File: src/ohp_pkg.sv
// Shared types, constants and the arctangent table for the odometry and
// heading PID block. No dependencies; every other file imports this package.
package ohp_pkg;

    // Field widths.
    localparam int DT_W    = 16;
    localparam int SPEED_W = 16;
    localparam int RATE_W  = 24;
    localparam int POS_W   = 24;
    localparam int HEAD_W  = 16;
    localparam int Q14_W   = 16;
    localparam int DRIVE_W = 32;
    localparam int GAIN_W  = 16;
    localparam int CFG_W   = 24;
    localparam int CFG_IDX_W = 3;

    // CORDIC step count, limited to the length of the arctangent table.
    localparam int CORDIC_STEPS = 16;
    localparam int TAB_LEN      = 24;
    localparam int CORDIC_N     = (CORDIC_STEPS > TAB_LEN) ? TAB_LEN : CORDIC_STEPS;
    localparam int STEP_W       = 5;
    localparam int CORD_XY_W    = 36;
    localparam int CORD_Z_W     = 34;
    localparam logic signed [CORD_XY_W-1:0] CORDIC_K = 36'sd652032874;

    // Bit-serial multiplier and divider sizes.
    localparam int MUL_A_W   = 48;
    localparam int MUL_B_W   = 16;
    localparam int MUL_CNT_W = 4;
    localparam int DIV_N_W   = 48;
    localparam int DIV_D_W   = 16;
    localparam int DIV_CNT_W = 6;

    typedef enum logic [CFG_IDX_W-1:0] {
        CFG_GOAL_X = 3'd0,
        CFG_GOAL_Y = 3'd1,
        CFG_GAIN_P = 3'd2,
        CFG_GAIN_I = 3'd3,
        CFG_GAIN_D = 3'd4
    } cfg_index_t;

    typedef enum logic [3:0] {
        ST_IDLE,
        ST_HEAD,
        ST_ROT_FULL,
        ST_ROT_HALF,
        ST_MUL_VC,
        ST_MUL_X,
        ST_MUL_VS,
        ST_MUL_Y,
        ST_VEC,
        ST_MUL_E,
        ST_MUL_P,
        ST_MUL_I,
        ST_MUL_D,
        ST_DIV,
        ST_SUM,
        ST_OUT
    } ohp_state_t;

    typedef struct packed {
        logic start;
        logic b_signed;
    } mul_cmd_t;

    typedef struct packed {
        logic start;
        logic vectoring;
    } cordic_cmd_t;

    // Arctangent of 2^-i in units of 2^32 per turn.
    function automatic logic [31:0] atan_entry(input logic [STEP_W-1:0] idx);
        logic [31:0] r;
        begin
            case (idx)
                5'd0:  r = 32'h20000000;
                5'd1:  r = 32'h12E4051E;
                5'd2:  r = 32'h09FB385B;
                5'd3:  r = 32'h051111D4;
                5'd4:  r = 32'h028B0D43;
                5'd5:  r = 32'h0145D7E1;
                5'd6:  r = 32'h00A2F61E;
                5'd7:  r = 32'h00517C55;
                5'd8:  r = 32'h0028BE53;
                5'd9:  r = 32'h00145F2F;
                5'd10: r = 32'h000A2F98;
                5'd11: r = 32'h000517CC;
                5'd12: r = 32'h00028BE6;
                5'd13: r = 32'h000145F3;
                5'd14: r = 32'h0000A2FA;
                5'd15: r = 32'h0000517D;
                5'd16: r = 32'h000028BE;
                5'd17: r = 32'h0000145F;
                5'd18: r = 32'h00000A30;
                5'd19: r = 32'h00000518;
                5'd20: r = 32'h0000028C;
                5'd21: r = 32'h00000146;
                5'd22: r = 32'h000000A3;
                5'd23: r = 32'h00000051;
                default: r = 32'h00000000;
            endcase
            return r;
        end
    endfunction

endpackage

File: src/ohp_mul.sv
// Bit-serial shift-add multiplier: one multiplier bit per cycle.
// Depends on ohp_pkg.
module ohp_mul (
    input  logic                               aclk,
    input  logic                               aresetn,
    input  ohp_pkg::mul_cmd_t                  cmd,
    input  logic signed [ohp_pkg::MUL_A_W-1:0] a,
    input  logic        [ohp_pkg::MUL_B_W-1:0] b,
    output logic                               done,
    output logic signed [ohp_pkg::MUL_A_W-1:0] product
);
    import ohp_pkg::*;

    logic signed [MUL_A_W-1:0] acc_reg;
    logic signed [MUL_A_W-1:0] a_reg;
    logic        [MUL_B_W-1:0] b_reg;
    logic [MUL_CNT_W-1:0]      cnt_reg;
    logic                      run_reg;
    logic                      sgn_reg;
    logic                      done_reg;
    logic                      last;

    assign last = (cnt_reg == MUL_CNT_W'(MUL_B_W - 1));

    always_ff @(posedge aclk) begin
        if (!aresetn) begin
            run_reg  <= 1'b0;
            done_reg <= 1'b0;
            cnt_reg  <= '0;
        end else begin
            done_reg <= 1'b0;
            if (cmd.start) begin
                run_reg <= 1'b1;
                cnt_reg <= '0;
            end else if (run_reg) begin
                cnt_reg <= cnt_reg + 1'b1;
                if (last) begin
                    run_reg  <= 1'b0;
                    done_reg <= 1'b1;
                end
            end
        end
    end

    // The top bit of a signed multiplier carries negative weight.
    always_ff @(posedge aclk) begin
        if (cmd.start) begin
            acc_reg <= '0;
            a_reg   <= a;
            b_reg   <= b;
            sgn_reg <= cmd.b_signed;
        end else if (run_reg) begin
            if (b_reg[0]) begin
                if (last && sgn_reg) begin
                    acc_reg <= acc_reg - a_reg;
                end else begin
                    acc_reg <= acc_reg + a_reg;
                end
            end
            a_reg <= a_reg <<< 1;
            b_reg <= b_reg >> 1;
        end
    end

    assign done    = done_reg;
    assign product = acc_reg;

endmodule

File: src/ohp_div.sv
// Restoring divider for unsigned magnitudes, one quotient bit per cycle.
// Depends on ohp_pkg.
module ohp_div (
    input  logic                        aclk,
    input  logic                        aresetn,
    input  logic                        start,
    input  logic [ohp_pkg::DIV_N_W-1:0] num,
    input  logic [ohp_pkg::DIV_D_W-1:0] den,
    output logic                        done,
    output logic [ohp_pkg::DIV_N_W-1:0] quot
);
    import ohp_pkg::*;

    logic [DIV_N_W-1:0]   q_reg;
    logic [DIV_D_W-1:0]   rem_reg;
    logic [DIV_D_W-1:0]   den_reg;
    logic [DIV_CNT_W-1:0] cnt_reg;
    logic                 run_reg;
    logic                 done_reg;
    logic [DIV_D_W:0]     trial;
    logic                 fits;

    assign trial = {rem_reg, q_reg[DIV_N_W-1]};
    assign fits  = (trial >= {1'b0, den_reg});

    always_ff @(posedge aclk) begin
        if (!aresetn) begin
            run_reg  <= 1'b0;
            done_reg <= 1'b0;
            cnt_reg  <= '0;
        end else begin
            done_reg <= 1'b0;
            if (start) begin
                run_reg <= 1'b1;
                cnt_reg <= '0;
            end else if (run_reg) begin
                cnt_reg <= cnt_reg + 1'b1;
                if (cnt_reg == DIV_CNT_W'(DIV_N_W - 1)) begin
                    run_reg  <= 1'b0;
                    done_reg <= 1'b1;
                end
            end
        end
    end

    always_ff @(posedge aclk) begin
        if (start) begin
            q_reg   <= num;
            rem_reg <= '0;
            den_reg <= den;
        end else if (run_reg) begin
            if (fits) begin
                rem_reg <= DIV_D_W'(trial - {1'b0, den_reg});
            end else begin
                rem_reg <= trial[DIV_D_W-1:0];
            end
            q_reg <= {q_reg[DIV_N_W-2:0], fits};
        end
    end

    assign done = done_reg;
    assign quot = q_reg;

endmodule

File: src/ohp_cordic.sv
// Iterative CORDIC, one micro-rotation per cycle, in rotation mode (cosine
// and sine in Q1.14) or vectoring mode (angle, 2^32 per turn). Depends on ohp_pkg.
module ohp_cordic (
    input  logic                        aclk,
    input  logic                        aresetn,
    input  ohp_pkg::cordic_cmd_t        cmd,
    input  logic signed [31:0]          angle,
    input  logic signed [24:0]          dx,
    input  logic signed [24:0]          dy,
    output logic                        done,
    output logic signed [ohp_pkg::Q14_W-1:0] cos_q,
    output logic signed [ohp_pkg::Q14_W-1:0] sin_q,
    output logic [31:0]                 angle_out
);
    import ohp_pkg::*;

    logic signed [CORD_XY_W-1:0] x_reg, y_reg;
    logic signed [CORD_Z_W-1:0]  z_reg;
    logic [STEP_W-1:0]           i_reg;
    logic                        run_reg, done_reg, vec_reg, neg_reg, zero_reg;

    logic signed [CORD_XY_W-1:0] xs, ys, x0, y0, xf, yf;
    logic signed [CORD_Z_W-1:0]  za, tab;
    logic                        plus;

    localparam logic signed [CORD_Z_W-1:0] QUARTER = 34'sh040000000;
    localparam logic signed [CORD_Z_W-1:0] HALF    = 34'sh080000000;

    assign xs   = x_reg >>> i_reg;
    assign ys   = y_reg >>> i_reg;
    assign tab  = {2'b00, atan_entry(i_reg)};
    assign plus = vec_reg ? (y_reg > 36'sd0) : (z_reg < 34'sd0);
    assign x0   = {{5{dx[24]}}, dx, 6'b0};
    assign y0   = {{5{dy[24]}}, dy, 6'b0};
    assign za   = {{2{angle[31]}}, angle};

    always_ff @(posedge aclk) begin
        if (!aresetn) begin
            run_reg  <= 1'b0;
            done_reg <= 1'b0;
            i_reg    <= '0;
        end else begin
            done_reg <= 1'b0;
            if (cmd.start) begin
                run_reg <= 1'b1;
                i_reg   <= '0;
            end else if (run_reg) begin
                i_reg <= i_reg + 1'b1;
                if (i_reg == STEP_W'(CORDIC_N - 1)) begin
                    run_reg  <= 1'b0;
                    done_reg <= 1'b1;
                end
            end
        end
    end

    always_ff @(posedge aclk) begin
        if (cmd.start) begin
            vec_reg <= cmd.vectoring;
            if (cmd.vectoring) begin
                neg_reg  <= 1'b0;
                zero_reg <= (dx == 25'sd0) && (dy == 25'sd0);
                if (dx < 25'sd0) begin
                    x_reg <= -x0;
                    y_reg <= -y0;
                    z_reg <= HALF;
                end else begin
                    x_reg <= x0;
                    y_reg <= y0;
                    z_reg <= '0;
                end
            end else begin
                zero_reg <= 1'b0;
                x_reg    <= CORDIC_K;
                y_reg    <= '0;
                // Fold the angle into the right half plane.
                if (za > QUARTER) begin
                    z_reg   <= za - HALF;
                    neg_reg <= 1'b1;
                end else if (za < -QUARTER) begin
                    z_reg   <= za + HALF;
                    neg_reg <= 1'b1;
                end else begin
                    z_reg   <= za;
                    neg_reg <= 1'b0;
                end
            end
        end else if (run_reg) begin
            if (plus) begin
                x_reg <= x_reg + ys;
                y_reg <= y_reg - xs;
                z_reg <= z_reg + tab;
            end else begin
                x_reg <= x_reg - ys;
                y_reg <= y_reg + xs;
                z_reg <= z_reg - tab;
            end
        end
    end

    function automatic logic signed [Q14_W-1:0] to_q14(input logic signed [CORD_XY_W-1:0] v);
        logic signed [CORD_XY_W-1:0] r;
        begin
            r = (v + 36'sd32768) >>> 16;
            if (r > 36'sd16384) begin
                return 16'sd16384;
            end else if (r < -36'sd16384) begin
                return -16'sd16384;
            end else begin
                return r[Q14_W-1:0];
            end
        end
    endfunction

    assign xf        = neg_reg ? -x_reg : x_reg;
    assign yf        = neg_reg ? -y_reg : y_reg;
    assign cos_q     = to_q14(xf);
    assign sin_q     = to_q14(yf);
    assign angle_out = zero_reg ? 32'd0 : z_reg[31:0];
    assign done      = done_reg;

endmodule

File: src/odometry_heading_pid_unit.sv
// Top level of the odometry and heading PID block: sequencer, state and
// configuration registers. Depends on ohp_pkg, ohp_mul, ohp_div, ohp_cordic.
//
// Each tick transfer on the s_ channel advances dead reckoning for a unicycle
// robot and returns one result transfer on the m_ channel. The heading is
// integrated first, then the position moves along the new heading by speed
// times interval, using CORDIC cosine and sine. The result carries the
// position, the heading, the yaw quaternion z and w (sin and cos of half the
// heading; x and y are always zero) and the PID drive that steers toward the
// goal point set through the configuration port. The block works on one tick
// at a time; products, rotations and the division run through a bit-serial
// multiplier (one bit of a 16-bit operand per cycle), an iterative CORDIC (one
// micro-rotation per cycle) and a restoring divider (one quotient bit per
// cycle). The divider is skipped when the interval is zero. The multiplier is
// used nine times per tick. The result sits in an output register, so the
// next tick is accepted while a result still waits to be taken. Configuration
// writes take effect at once and should only be made while the block is idle;
// writes to unused register indexes are ignored.
module odometry_heading_pid_unit (
    input  logic                                aclk,
    input  logic                                aresetn,
    input  logic                                s_valid,
    output logic                                s_ready,
    input  logic        [ohp_pkg::DT_W-1:0]     s_tick_interval,
    input  logic signed [ohp_pkg::SPEED_W-1:0]  s_forward_speed,
    input  logic signed [ohp_pkg::RATE_W-1:0]   s_turn_rate,
    output logic                                m_valid,
    input  logic                                m_ready,
    output logic signed [ohp_pkg::POS_W-1:0]    m_pos_x,
    output logic signed [ohp_pkg::POS_W-1:0]    m_pos_y,
    output logic signed [ohp_pkg::HEAD_W-1:0]   m_heading_out,
    output logic signed [ohp_pkg::Q14_W-1:0]    m_quat_z,
    output logic signed [ohp_pkg::Q14_W-1:0]    m_quat_w,
    output logic signed [ohp_pkg::DRIVE_W-1:0]  m_drive,
    input  logic                                cfg_we,
    input  logic        [ohp_pkg::CFG_IDX_W-1:0] cfg_index,
    input  logic        [ohp_pkg::CFG_W-1:0]    cfg_data
);
    import ohp_pkg::*;

    // Sequencer.
    ohp_state_t state_reg, state_next;
    logic       entry_reg;

    // Configuration.
    logic signed [POS_W-1:0] goal_x_reg, goal_y_reg;
    logic [GAIN_W-1:0]       gain_p_reg, gain_i_reg, gain_d_reg;

    // Architectural state.
    logic signed [POS_W-1:0]   pos_x_reg, pos_y_reg;
    logic [HEAD_W-1:0]         heading_reg;
    logic signed [DRIVE_W-1:0] esum_reg;
    logic signed [HEAD_W-1:0]  last_err_reg;

    // Per-tick working registers.
    logic [DT_W-1:0]            dt_reg;
    logic signed [SPEED_W-1:0]  v_reg;
    logic signed [RATE_W-1:0]   w_reg;
    logic signed [Q14_W-1:0]    c_reg, s_reg, hc_reg, hs_reg;
    logic signed [31:0]         t_reg;
    logic signed [HEAD_W-1:0]   err_reg;
    logic signed [33:0]         p_reg;
    logic signed [39:0]         iv_reg;
    logic signed [48:0]         d_reg;
    logic [DIV_N_W-1:0]         dmag_reg;
    logic                       dneg_reg;
    logic signed [DRIVE_W-1:0]  drive_reg;

    // Output register.
    logic                       m_valid_reg;
    logic signed [POS_W-1:0]    out_x_reg, out_y_reg;
    logic signed [HEAD_W-1:0]   out_h_reg;
    logic signed [Q14_W-1:0]    out_z_reg, out_w_reg;
    logic signed [DRIVE_W-1:0]  out_d_reg;

    // Unit connections.
    mul_cmd_t                  mul_cmd;
    logic signed [MUL_A_W-1:0] mul_a, prod;
    logic [MUL_B_W-1:0]        mul_b;
    logic                      mul_done;
    cordic_cmd_t               cor_cmd;
    logic signed [31:0]        cor_angle;
    logic signed [24:0]        cor_dx, cor_dy;
    logic                      cor_done;
    logic signed [Q14_W-1:0]   cor_cos, cor_sin;
    logic [31:0]               cor_ang_out;
    logic                      div_start, div_done;
    logic [DIV_N_W-1:0]        div_quot;

    logic s_xfer, out_free, out_load;
    logic signed [HEAD_W-1:0] diff;
    logic [31:0]              bear_full;
    logic signed [47:0]       dnum;
    logic signed [47:0]       pos_delta_full;
    logic signed [24:0]       pos_sum;
    logic signed [40:0]       esum_sum;
    logic signed [51:0]       drive_sum;

    assign s_xfer   = s_valid && s_ready;
    assign out_free = !m_valid_reg || m_ready;
    assign diff     = err_reg - last_err_reg;

    ohp_mul u_mul (
        .aclk    (aclk),
        .aresetn (aresetn),
        .cmd     (mul_cmd),
        .a       (mul_a),
        .b       (mul_b),
        .done    (mul_done),
        .product (prod)
    );

    ohp_cordic u_cordic (
        .aclk      (aclk),
        .aresetn   (aresetn),
        .cmd       (cor_cmd),
        .angle     (cor_angle),
        .dx        (cor_dx),
        .dy        (cor_dy),
        .done      (cor_done),
        .cos_q     (cor_cos),
        .sin_q     (cor_sin),
        .angle_out (cor_ang_out)
    );

    ohp_div u_div (
        .aclk    (aclk),
        .aresetn (aresetn),
        .start   (div_start),
        .num     (dmag_reg),
        .den     (dt_reg),
        .done    (div_done),
        .quot    (div_quot)
    );

    // Next state.
    always_comb begin
        state_next = state_reg;
        case (state_reg)
            ST_IDLE:     if (s_valid) state_next = ST_HEAD;
            ST_HEAD:     if (mul_done) state_next = ST_ROT_FULL;
            ST_ROT_FULL: if (cor_done) state_next = ST_ROT_HALF;
            ST_ROT_HALF: if (cor_done) state_next = ST_MUL_VC;
            ST_MUL_VC:   if (mul_done) state_next = ST_MUL_X;
            ST_MUL_X:    if (mul_done) state_next = ST_MUL_VS;
            ST_MUL_VS:   if (mul_done) state_next = ST_MUL_Y;
            ST_MUL_Y:    if (mul_done) state_next = ST_VEC;
            ST_VEC:      if (cor_done) state_next = ST_MUL_E;
            ST_MUL_E:    if (mul_done) state_next = ST_MUL_P;
            ST_MUL_P:    if (mul_done) state_next = ST_MUL_I;
            ST_MUL_I:    if (mul_done) state_next = ST_MUL_D;
            ST_MUL_D: begin
                if (mul_done) begin
                    state_next = (dt_reg == '0) ? ST_SUM : ST_DIV;
                end
            end
            ST_DIV:      if (div_done) state_next = ST_SUM;
            ST_SUM:      state_next = ST_OUT;
            ST_OUT:      if (out_free) state_next = ST_IDLE;
            default:     state_next = ST_IDLE;
        endcase
    end

    // Outputs of the sequencer: handshake, unit launches and operands.
    always_comb begin
        s_ready          = (state_reg == ST_IDLE);
        out_load         = (state_reg == ST_OUT) && out_free;
        mul_cmd.start    = entry_reg && (state_reg inside {ST_HEAD, ST_MUL_VC, ST_MUL_X,
                           ST_MUL_VS, ST_MUL_Y, ST_MUL_E, ST_MUL_P, ST_MUL_I, ST_MUL_D});
        mul_cmd.b_signed = 1'b0;
        cor_cmd.start    = entry_reg && (state_reg inside {ST_ROT_FULL, ST_ROT_HALF, ST_VEC});
        cor_cmd.vectoring = (state_reg == ST_VEC);
        div_start        = entry_reg && (state_reg == ST_DIV);
        cor_angle        = (state_reg == ST_ROT_HALF) ? {heading_reg[15], heading_reg, 15'b0}
                                                      : {heading_reg, 16'b0};
        cor_dx           = {goal_x_reg[POS_W-1], goal_x_reg} - {pos_x_reg[POS_W-1], pos_x_reg};
        cor_dy           = {goal_y_reg[POS_W-1], goal_y_reg} - {pos_y_reg[POS_W-1], pos_y_reg};
        mul_a            = '0;
        mul_b            = '0;
        case (state_reg)
            ST_HEAD: begin
                mul_a = MUL_A_W'(w_reg);
                mul_b = dt_reg;
            end
            ST_MUL_VC: begin
                mul_a = MUL_A_W'(c_reg);
                mul_b = v_reg;
                mul_cmd.b_signed = 1'b1;
            end
            ST_MUL_VS: begin
                mul_a = MUL_A_W'(s_reg);
                mul_b = v_reg;
                mul_cmd.b_signed = 1'b1;
            end
            ST_MUL_X, ST_MUL_Y: begin
                mul_a = MUL_A_W'(t_reg);
                mul_b = dt_reg;
            end
            ST_MUL_E: begin
                mul_a = MUL_A_W'(err_reg);
                mul_b = dt_reg;
            end
            ST_MUL_P: begin
                mul_a = MUL_A_W'(err_reg);
                mul_b = gain_p_reg;
            end
            ST_MUL_I: begin
                mul_a = MUL_A_W'(esum_reg);
                mul_b = gain_i_reg;
            end
            ST_MUL_D: begin
                mul_a = MUL_A_W'(diff);
                mul_b = gain_d_reg;
            end
            default: begin
                mul_a = '0;
                mul_b = '0;
            end
        endcase
    end

    // Datapath helpers for the captures below.
    assign bear_full      = cor_ang_out + 32'h0000_8000;
    assign dnum           = {prod[31:0], 16'b0};
    assign pos_delta_full = (prod + 48'sd33554432) >>> 26;
    assign pos_sum        = ((state_reg == ST_MUL_X) ? {pos_x_reg[POS_W-1], pos_x_reg}
                                                     : {pos_y_reg[POS_W-1], pos_y_reg})
                            + pos_delta_full[24:0];
    assign esum_sum       = {{9{esum_reg[DRIVE_W-1]}}, esum_reg} + 41'($signed(prod[47:8]));
    assign drive_sum      = 52'(p_reg) + 52'(iv_reg) + 52'(d_reg);

    function automatic logic signed [POS_W-1:0] sat_pos(input logic signed [24:0] v);
        if (v > 25'sd8388607) begin
            return 24'sh7FFFFF;
        end else if (v < -25'sd8388608) begin
            return 24'sh800000;
        end else begin
            return v[POS_W-1:0];
        end
    endfunction

    function automatic logic signed [DRIVE_W-1:0] sat32(input logic signed [51:0] v);
        if (v > 52'sd2147483647) begin
            return 32'sh7FFFFFFF;
        end else if (v < -52'sd2147483648) begin
            return 32'sh80000000;
        end else begin
            return v[DRIVE_W-1:0];
        end
    endfunction

    // Control, configuration and architectural state.
    always_ff @(posedge aclk) begin
        if (!aresetn) begin
            state_reg    <= ST_IDLE;
            entry_reg    <= 1'b0;
            m_valid_reg  <= 1'b0;
            goal_x_reg   <= '0;
            goal_y_reg   <= '0;
            gain_p_reg   <= 16'd1229;
            gain_i_reg   <= 16'd4096;
            gain_d_reg   <= 16'd205;
            pos_x_reg    <= '0;
            pos_y_reg    <= '0;
            heading_reg  <= '0;
            esum_reg     <= '0;
            last_err_reg <= '0;
        end else begin
            state_reg <= state_next;
            entry_reg <= (state_next != state_reg);
            if (out_load) begin
                m_valid_reg <= 1'b1;
            end else if (m_ready) begin
                m_valid_reg <= 1'b0;
            end
            if (cfg_we) begin
                case (cfg_index_t'(cfg_index))
                    CFG_GOAL_X: goal_x_reg <= cfg_data;
                    CFG_GOAL_Y: goal_y_reg <= cfg_data;
                    CFG_GAIN_P: gain_p_reg <= cfg_data[GAIN_W-1:0];
                    CFG_GAIN_I: gain_i_reg <= cfg_data[GAIN_W-1:0];
                    CFG_GAIN_D: gain_d_reg <= cfg_data[GAIN_W-1:0];
                    default: ;
                endcase
            end
            if (state_reg == ST_HEAD && mul_done) begin
                heading_reg <= heading_reg + prod[31:16];
            end
            if (state_reg == ST_MUL_X && mul_done) begin
                pos_x_reg <= sat_pos(pos_sum);
            end
            if (state_reg == ST_MUL_Y && mul_done) begin
                pos_y_reg <= sat_pos(pos_sum);
            end
            if (state_reg == ST_MUL_E && mul_done) begin
                esum_reg <= sat32(52'(esum_sum));
            end
            if (state_reg == ST_SUM) begin
                last_err_reg <= err_reg;
            end
        end
    end

    // Per-tick working registers and the output register.
    always_ff @(posedge aclk) begin
        if (s_xfer) begin
            dt_reg <= s_tick_interval;
            v_reg  <= s_forward_speed;
            w_reg  <= s_turn_rate;
        end
        if (state_reg == ST_ROT_FULL && cor_done) begin
            c_reg <= cor_cos;
            s_reg <= cor_sin;
        end
        if (state_reg == ST_ROT_HALF && cor_done) begin
            hc_reg <= cor_cos;
            hs_reg <= cor_sin;
        end
        if ((state_reg == ST_MUL_VC || state_reg == ST_MUL_VS) && mul_done) begin
            t_reg <= prod[31:0];
        end
        if (state_reg == ST_VEC && cor_done) begin
            err_reg <= bear_full[31:16] - heading_reg;
        end
        if (state_reg == ST_MUL_P && mul_done) begin
            p_reg <= prod[33:0];
        end
        if (state_reg == ST_MUL_I && mul_done) begin
            iv_reg <= prod[47:8];
        end
        if (state_reg == ST_MUL_D && mul_done) begin
            // The derivative is zero unless the divider replaces it.
            d_reg    <= '0;
            dneg_reg <= dnum[47];
            dmag_reg <= dnum[47] ? DIV_N_W'(-dnum) : DIV_N_W'(dnum);
        end
        if (state_reg == ST_DIV && div_done) begin
            d_reg <= dneg_reg ? -$signed({1'b0, div_quot}) : $signed({1'b0, div_quot});
        end
        if (state_reg == ST_SUM) begin
            drive_reg <= sat32(drive_sum);
        end
        if (out_load) begin
            out_x_reg <= pos_x_reg;
            out_y_reg <= pos_y_reg;
            out_h_reg <= heading_reg;
            out_z_reg <= hs_reg;
            out_w_reg <= hc_reg;
            out_d_reg <= drive_reg;
        end
    end

    assign m_valid       = m_valid_reg;
    assign m_pos_x       = out_x_reg;
    assign m_pos_y       = out_y_reg;
    assign m_heading_out = out_h_reg;
    assign m_quat_z      = out_z_reg;
    assign m_quat_w      = out_w_reg;
    assign m_drive       = out_d_reg;

endmodule

File: config.mk
export PLATFORM = sky130hd
export DESIGN_NAME = odometry_heading_pid_unit
export DESIGN_NICKNAME = d
export VERILOG_FILES = /design/src/ohp_pkg.sv /design/src/ohp_mul.sv /design/src/ohp_div.sv /design/src/ohp_cordic.sv /design/src/odometry_heading_pid_unit.sv
export SDC_FILE = /design/constraint.sdc
export NUM_CORES = 2
export LEC_CHECK = 0
export BUFFER_PORTS_ARGS = -buffer_cell sky130_fd_sc_hd__buf_2
export CORE_UTILIZATION = 38
export CTS_CLUSTER_SIZE = 20
export DETAILED_ROUTE_END_ITERATION = 8
export GPL_ROUTABILITY_DRIVEN = 0
export SLEW_MARGIN = 20
export SYNTH_ARGS = -nofsm -noshare
export SYNTH_HDL_FRONTEND = slang
export SYNTH_SLANG_ARGS = --single-unit
File: constraint.sdc
create_clock -name aclk -period 9.8 [get_ports aclk]
set_clock_uncertainty 0.1 [all_clocks]
set_input_delay 0.49 -clock aclk [delete_from_list [all_inputs] [get_ports aclk]]
set_output_delay 0.49 -clock aclk [all_outputs]
set_load 0.05 [all_outputs]
* After elaboration in Yosys (flattened, before gate mapping)
Memory sizes are Yosys's and may differ from the RTL's. A register that Yosys moved wholly into a read port is not among the register bits.
Cells that the tools add are included.
** Storage, ports and cells
- Bits in registers :: 1037
- Latch bits :: 0
- RAM bits :: 0
- ROM bits :: 960
- Input port bits :: 88
- Output and inout bits :: 130
- Word-level logic and storage cells :: 268
- Memories kept :: 1
** Memory list
- (name not given) :: words 32, width 30, read ports 1, clocked after Yosys merged registers in 1, write ports 0, line ohp_pkg.sv:75 : case (idx)
** Operators by class
- $add $sub $neg :: 33
- Multipliers :: 0
- Div/mod/pow operators :: 0
- $lt $le $gt $ge :: 16
- Equal/unequal tests :: 23
- Shift operators :: 2
- Multiplexer cells :: 82
- Bitwise gates (word level) :: 4
- Reduce and logical (&&, ||, !) cells :: 50
** Operators with widths (number)
- $mux W36 :: 12
- $pmux W48 S7 :: 1
- $mux W48 :: 5
- $mux W34 :: 6
- $mux W32 :: 5
- $mux W49 :: 3
- $mux W16 :: 7
- $pmux W16 S5 :: 1
- $add A36 B17 Y36 const B :: 2
- $add A36 B36 Y36 :: 2
- $neg A31 Y36 :: 2
- $neg A36 Y36 :: 2
- $sshr A36 B5 Y36 :: 2
- $sub A36 B36 Y36 :: 2
- $pmux W4 S16 :: 1
- $mux W4 :: 15
- $add A41 B49 Y50 :: 1
- $gt A50 B32 Y1 const B :: 1
- $logic_not A25 Y1 :: 2
- $lt A50 B32 Y1 const B :: 1
- $sub A24 B24 Y25 :: 2
- $neg A48 Y49 :: 1
- $add A48 B27 Y48 const B :: 1
- $add A48 B48 Y48 :: 1
- other kinds (58) :: 132

* Longest topological paths before layout
- Depth after elaboration :: 7
- Depth in mapped cells :: 34
- Mapped depth without buffers :: 29

* Cells and area by module
A second synthesis with hierarchy kept.
** Second synthesis, totals
- Cell total of the unflattened synthesis :: 7778
- Area, all modules :: 72904.9 µm²
** By module, submodules not included
- odometry_heading_pid_unit :: times used 1, cells each 3833, area each 38504.4 µm², sequential area each 18818.0 µm²
- ohp_cordic :: times used 1, cells each 2682, area each 21678.3 µm², sequential area each 4013.8 µm²
- ohp_mul :: times used 1, cells each 892, area each 8247.9 µm², sequential area each 3032.9 µm²
- ohp_div :: times used 1, cells each 371, area each 4474.3 µm², sequential area each 2402.3 µm²

* Worst setup path after synthesis
No wires, ideal clock.
- Path kind :: register to register
- From :: register state_reg[1]
- To :: register out_d_reg[0] (netlist: m_drive[0]), enable pin
- Library setup time :: 0.773 ns
- Arrival :: 9.618 ns
- Data required time :: 8.927 ns
- Slack :: -0.690 ns
- Stages on the path, launching flop included :: 5
- Path buffers :: 2
- Clock period less this slack :: 10.490 ns
- Path through :: dfxtp_1 > clkbuf_1 > clkbuf_1 > nand2_1 > nor3_1
** On the way
- Cells in the longest elaborated chain, start to end :: 2
** RTL lines
- start, declared :: line odometry_heading_pid_unit.sv:42 : ohp_state_t state_reg, state_next;
- start signal, assigned :: line odometry_heading_pid_unit.sv:269 : state_reg <= state_next;
- $eq A4 B4 Y1 :: line odometry_heading_pid_unit.sv:167 : out_load = (state_reg == ST_OUT) && out_free;
- $logic_and A1 B1 Y1 :: line odometry_heading_pid_unit.sv:167
- net out_load :: line odometry_heading_pid_unit.sv:90 : logic s_xfer, out_free, out_load;
- end signal, assigned :: line odometry_heading_pid_unit.sv:349 : out_d_reg <= drive_reg;
- end, declared :: line odometry_heading_pid_unit.sv:74 : logic signed [DRIVE_W-1:0] out_d_reg;
The timed path passes the listed nets, and every way through them passes these cells.
A chain may end at the register's enable or synchronous reset.

* Worst setup path after layout
- From :: register u_cordic.i_reg[0]
- To :: register u_cordic.x_reg[35] (data pin)
** On the way
- Cells in the longest elaborated chain, start to end :: 5
- Elaborated cells between the ends (all ways) :: 6
- Classes of those cells :: add/sub: 2; shift: 1; mux: 3
** RTL lines
- start, declared :: line ohp_cordic.sv:19 : logic [STEP_W-1:0] i_reg;
- start signal, assigned :: line ohp_cordic.sv:48 : i_reg <= i_reg + 1'b1;
- $sshr A36 B5 Y36 (*) :: line ohp_cordic.sv:30 : assign ys = y_reg >>> i_reg;
- $sub A36 B36 Y36 or $add A36 B36 Y36 (tied branches) :: line ohp_cordic.sv:94, ohp_cordic.sv:90
- $mux W36 (*) :: line ohp_cordic.sv:89 : if (plus) begin
- $mux W36 (*) :: line ohp_cordic.sv:88 : end else if (run_reg) begin
- $mux W36 (*) :: line ohp_cordic.sv:58 : if (cmd.start) begin
- end signal, assigned :: line ohp_cordic.sv:64 : x_reg <= -x0;
- end signal, assigned :: line ohp_cordic.sv:90 : x_reg <= x_reg + ys;
- end signal, assigned :: line ohp_cordic.sv:94 : x_reg <= x_reg - ys;
- end, declared :: line ohp_cordic.sv:17 : logic signed [CORD_XY_W-1:0] x_reg, y_reg;
Mark *: on every way between the ends. The rest lies on a longest branch, timed or not. The select of a mux whose other input is x is not followed.

==> results_tabular.tex <==
\begin{tabular}{lr}
\hline
Metric & Value \\
\hline
\multicolumn{2}{l}{\textbf{Synth}} \\
Mean post-synth cell area & 9.35 µm² \\
Synth Cell Area & 71400 µm² \\
Main flop type after synthesis & edfxtp\_1 \\
Synth top area share & 30.4\% \\
Ranking of synthesized cells by area & edfxtp\_1, dfxtp\_1, ha\_1 \\
Unique masters post-synth & 100 \\
Number of register bits inferred by synthesis & 1051 \\
Number of enable-type register cells in the synthesized netlist & 722 \\
Syn Inst Count & 7636 \\
Proportion of synthesized flip-flops having asynchronous set or reset & 0\% \\
Number of warnings reported in the yosys synthesis log & 0 \\
Net count after synthesis & 8181 \\
Dominant cell type by area after synthesis & edfxtp\_1 \\
Share of the yosys chip area belonging to registers & 39.6\% \\
\multicolumn{2}{l}{\textbf{Timing}} \\
Setup slack after layout & 2310 ps \\
Highest clock frequency the design can meet & 133 MHz \\
Final Max Slew Viols & 0 \\
Total negative setup slack & 0 ps \\
Hold Fails Final Rpt & 0 \\
RSZ-0062 raised after global routing & no \\
Worst-Margin Slew & 1170 ps \\
Worst slew margin & 21.8\% \\
Post-Route Hold Slack & 131 ps \\
Share of the cycle needed by the critical path after routing & 76.4\% \\
Setup Viol. Count Final & 0 \\
Clock period minus final worst setup slack & 7490 ps \\
\multicolumn{2}{l}{\textbf{Pwr}} \\
Leakage & 29.5 nW \\
Power per unit of standard cell area & 152 nW/µm² \\
Worst vdd rail ir drop & 0.138 mV \\
\multicolumn{2}{l}{\textbf{Clocking}} \\
Clock-pin slew of the registers on the worst-case setup and hold paths & 70 ps \\
Number of levels in the clock H-tree & 3 \\
Clock insertion delay at the later pin of the skew report & 780 ps \\
Post-CTS setup buffer count & 0 \\
Number of buffers inserted during clock tree synthesis & 115 \\
Hold buffer count at CTS & 80 \\
CTS tree & yes \\
Post-cts gate resize count & 0 \\
Clock sink count & 1051 \\
CTS Buffer Depth & 3 \\
Root cell of the clock tree & clkbuf\_16 \\
\multicolumn{2}{l}{\textbf{Place}} \\
Pre-CTS setup slack & 2480 ps \\
Port Buf Inserts & 217 \\
Final HPWL DP & 167 mm \\
Placed standard-cell area & 74900 µm² \\
\multicolumn{2}{l}{\textbf{Worst setup path}} \\
Startpoint type of the worst setup path & flip-flop \\
Type of element capturing the critical path & flip-flop \\
Crit Path Class & flip-flop to flip-flop \\
Worst-path fanout max & 53 \\
Arrival time reported for the critical path endpoint & 7910 ps \\
FF-to-FF path depth & 25 \\
Critical Path RT & 10220 ps \\
\multicolumn{2}{l}{\textbf{Worst hold path}} \\
Hold-critical path depth & 2 \\
Worst min path class & primary input to flip-flop \\
\multicolumn{2}{l}{\textbf{Final layout}} \\
Layout overhead on the synthesized area & 11.6\% \\
Ratio of cells with drive above 1 in the final layout & 9.34\% \\
Design Area, Final & 79700 µm² \\
Number of filler instances in the final layout & 17923 \\
NumNets Final & 8298 \\
Flip-flop count of the largest register after layout & 49 \\
\multicolumn{2}{l}{\textbf{Drt}} \\
Number of search-and-repair iterations in the first detailed-routing pass & 9 \\
Detailed-route wire length per cell & 21.6 µm \\
Post-DR vias/cell & 5.76 \\
Wire length after detailed routing & 223 mm \\
Count of unresolved DRC violations after routing & 0 \\
Detail Route Antenna Nets & 0 \\
DRC marker count from the first detailed-route iteration & 5756 \\
Detailed-route via count & 59528 \\
\multicolumn{2}{l}{\textbf{Global routing}} \\
Vias in the first global route & 57118 \\
Largest net degree at the start of global routing & 72 \\
GRT Total Usage & 22.7\% \\
Wire length of the first global-routing pass & 338 mm \\
Antenna violations before repair & 3 \\
Grt ovf & 0 \\
\multicolumn{2}{l}{\textbf{Floorplan}} \\
Boundary pin count & 218 \\
Die footprint & 190000 µm² \\
Number of rows in the core area & 158 \\
Vertical die dimension & 435 µm \\
Die X-Extent & 435 µm \\
Core box area & 186000 µm² \\
Starting density of the core & 38.4\% \\
\multicolumn{2}{l}{\textbf{Outcome}} \\
Status & complete, no violations \\
\multicolumn{2}{l}{\textbf{Run}} \\
Maximum capacitance violations & 0 \\
\hline
\end{tabular}
==> synthesized netlist by cell type (all sizes together), types with 21 or more instances <==
master,number
or3,53
o21bai,44
a22oi,25
nand3b,21
nand2b,75
o211ai,35
xnor2,382
nand2,940
or4,33
nor3,137
nand4,79
buf,61
nand3,151
mux2i,89
o21ai,507
a222oi,35
mux2,32
o31ai,82
xor2,280
a221oi,30
fa,62
o21a,82
mux4,96
dfxtp,329
inv,269
ha,395
nor2b,79
nor4,40
or2,35
a21o,174
and3,67
a211oi,53
nor2,592
a21boi,131
clkbuf,321
o22ai,70
and2,72
a31oi,93
edfxtp,722
a21oi,556
o41ai,31
==> cell type report <==
type | instances | area (µm²) | share of cell area, %
inverters | 272 | 1020 | 1.29
flip-flops and latches | 1051 | 28300 | 35.5
clock inverters | 70 | 810 | 1.02
clock buffers | 149 | 3170 | 3.98
well taps | 2480 | 3100 | 3.89
diodes | 1 | 2.50 | 0.00314
repair buffers | 382 | 2540 | 3.19
multi-input cells | 5931 | 40700 | 51.1
==> power by group <==
group	internal [W]	switching [W]	leakage, nW
Combinational	0.000884	0.00142	18.6
Sequential	0.00492	0.000280	9.00
Clock	0.00267	0.00191	1.95
==> worst max-delay path: stages (launching register included) <==
cell	delay, ps
dfxtp_4	900
buf_4	560
nor2_1	200
mux2i_1	680
o21ai_0	160
o21ai_0	510
and3_1	250
o21a_1	180
nand3b_1	140
inv_1	100
nand2_1	90
or2_2	310
o21ai_0	210
xnor2_1	110
ha_1	380
and4_1	260
nand2_1	80
a2111oi_0	610
a211o_1	270
nand4_1	150
a31oi_1	280
or4_1	170
a31oi_1	110
a21oi_1	180
xnor2_1	140
nor2_1	50
==> stage by stage <==
stage               std cells  power (W)  utilization, %
floorplan                7636    0.00672               -
global placement        10035    0.00749            40.2
detailed placement      10035    0.00753            40.2
CTS                     10334     0.0122            42.8
global route            10335     0.0125            42.8
finish                  10336     0.0121            42.8
==> routing by layer <==
layer | track usage, % | up-vias | share of wire [%]
li1 | - | 28281 | -
met1 | 28.1 | 28495 | 40
met2 | 38.6 | 2224 | 48
met3 | 3.18 | 526 | 6.6
met4 | 11.0 | 2 | 5.0
met5 | 0 | - | 0.0076
==> layout by cell type (no fill, tap or decap), types with 149 or more instances in the layout <==
cell type,Yosys,final
nand2_1,940,938
edfxtp_1,722,722
nor2_1,591,586
a21oi_1,556,556
o21ai_0,502,502
ha_1,395,395
xnor2_1,382,382
dfxtp_1,329,323
xor2_1,280,280
inv_1,268,264
buf_2,19,216
a21o_1,174,174
nand3_1,151,149
==> final timing paths <==
path	from	end	slack, ps
setup reg to reg	u_cordic.i_reg[0]	u_cordic.x_reg[35]	2310
setup / recovery	u_cordic.i_reg[0]	u_cordic.x_reg[35]	2310
hold reg to reg	drive_reg[1]	m_drive[1]	320
hold / removal	aresetn	gain_p_reg[10]	130
==> logic make-up after synthesis <==
kind of cell	count (synthesis)	synth area share [%]
mux	217	4.78
flops	1051	39.6
buf+inv	654	3.53
xor+xnor	662	8.12
simple gates	2460	16.1
fa+ha+maj	462	8.73
compound gates	2130	19.1
Note: power is estimated with default switching activity, not from simulation.
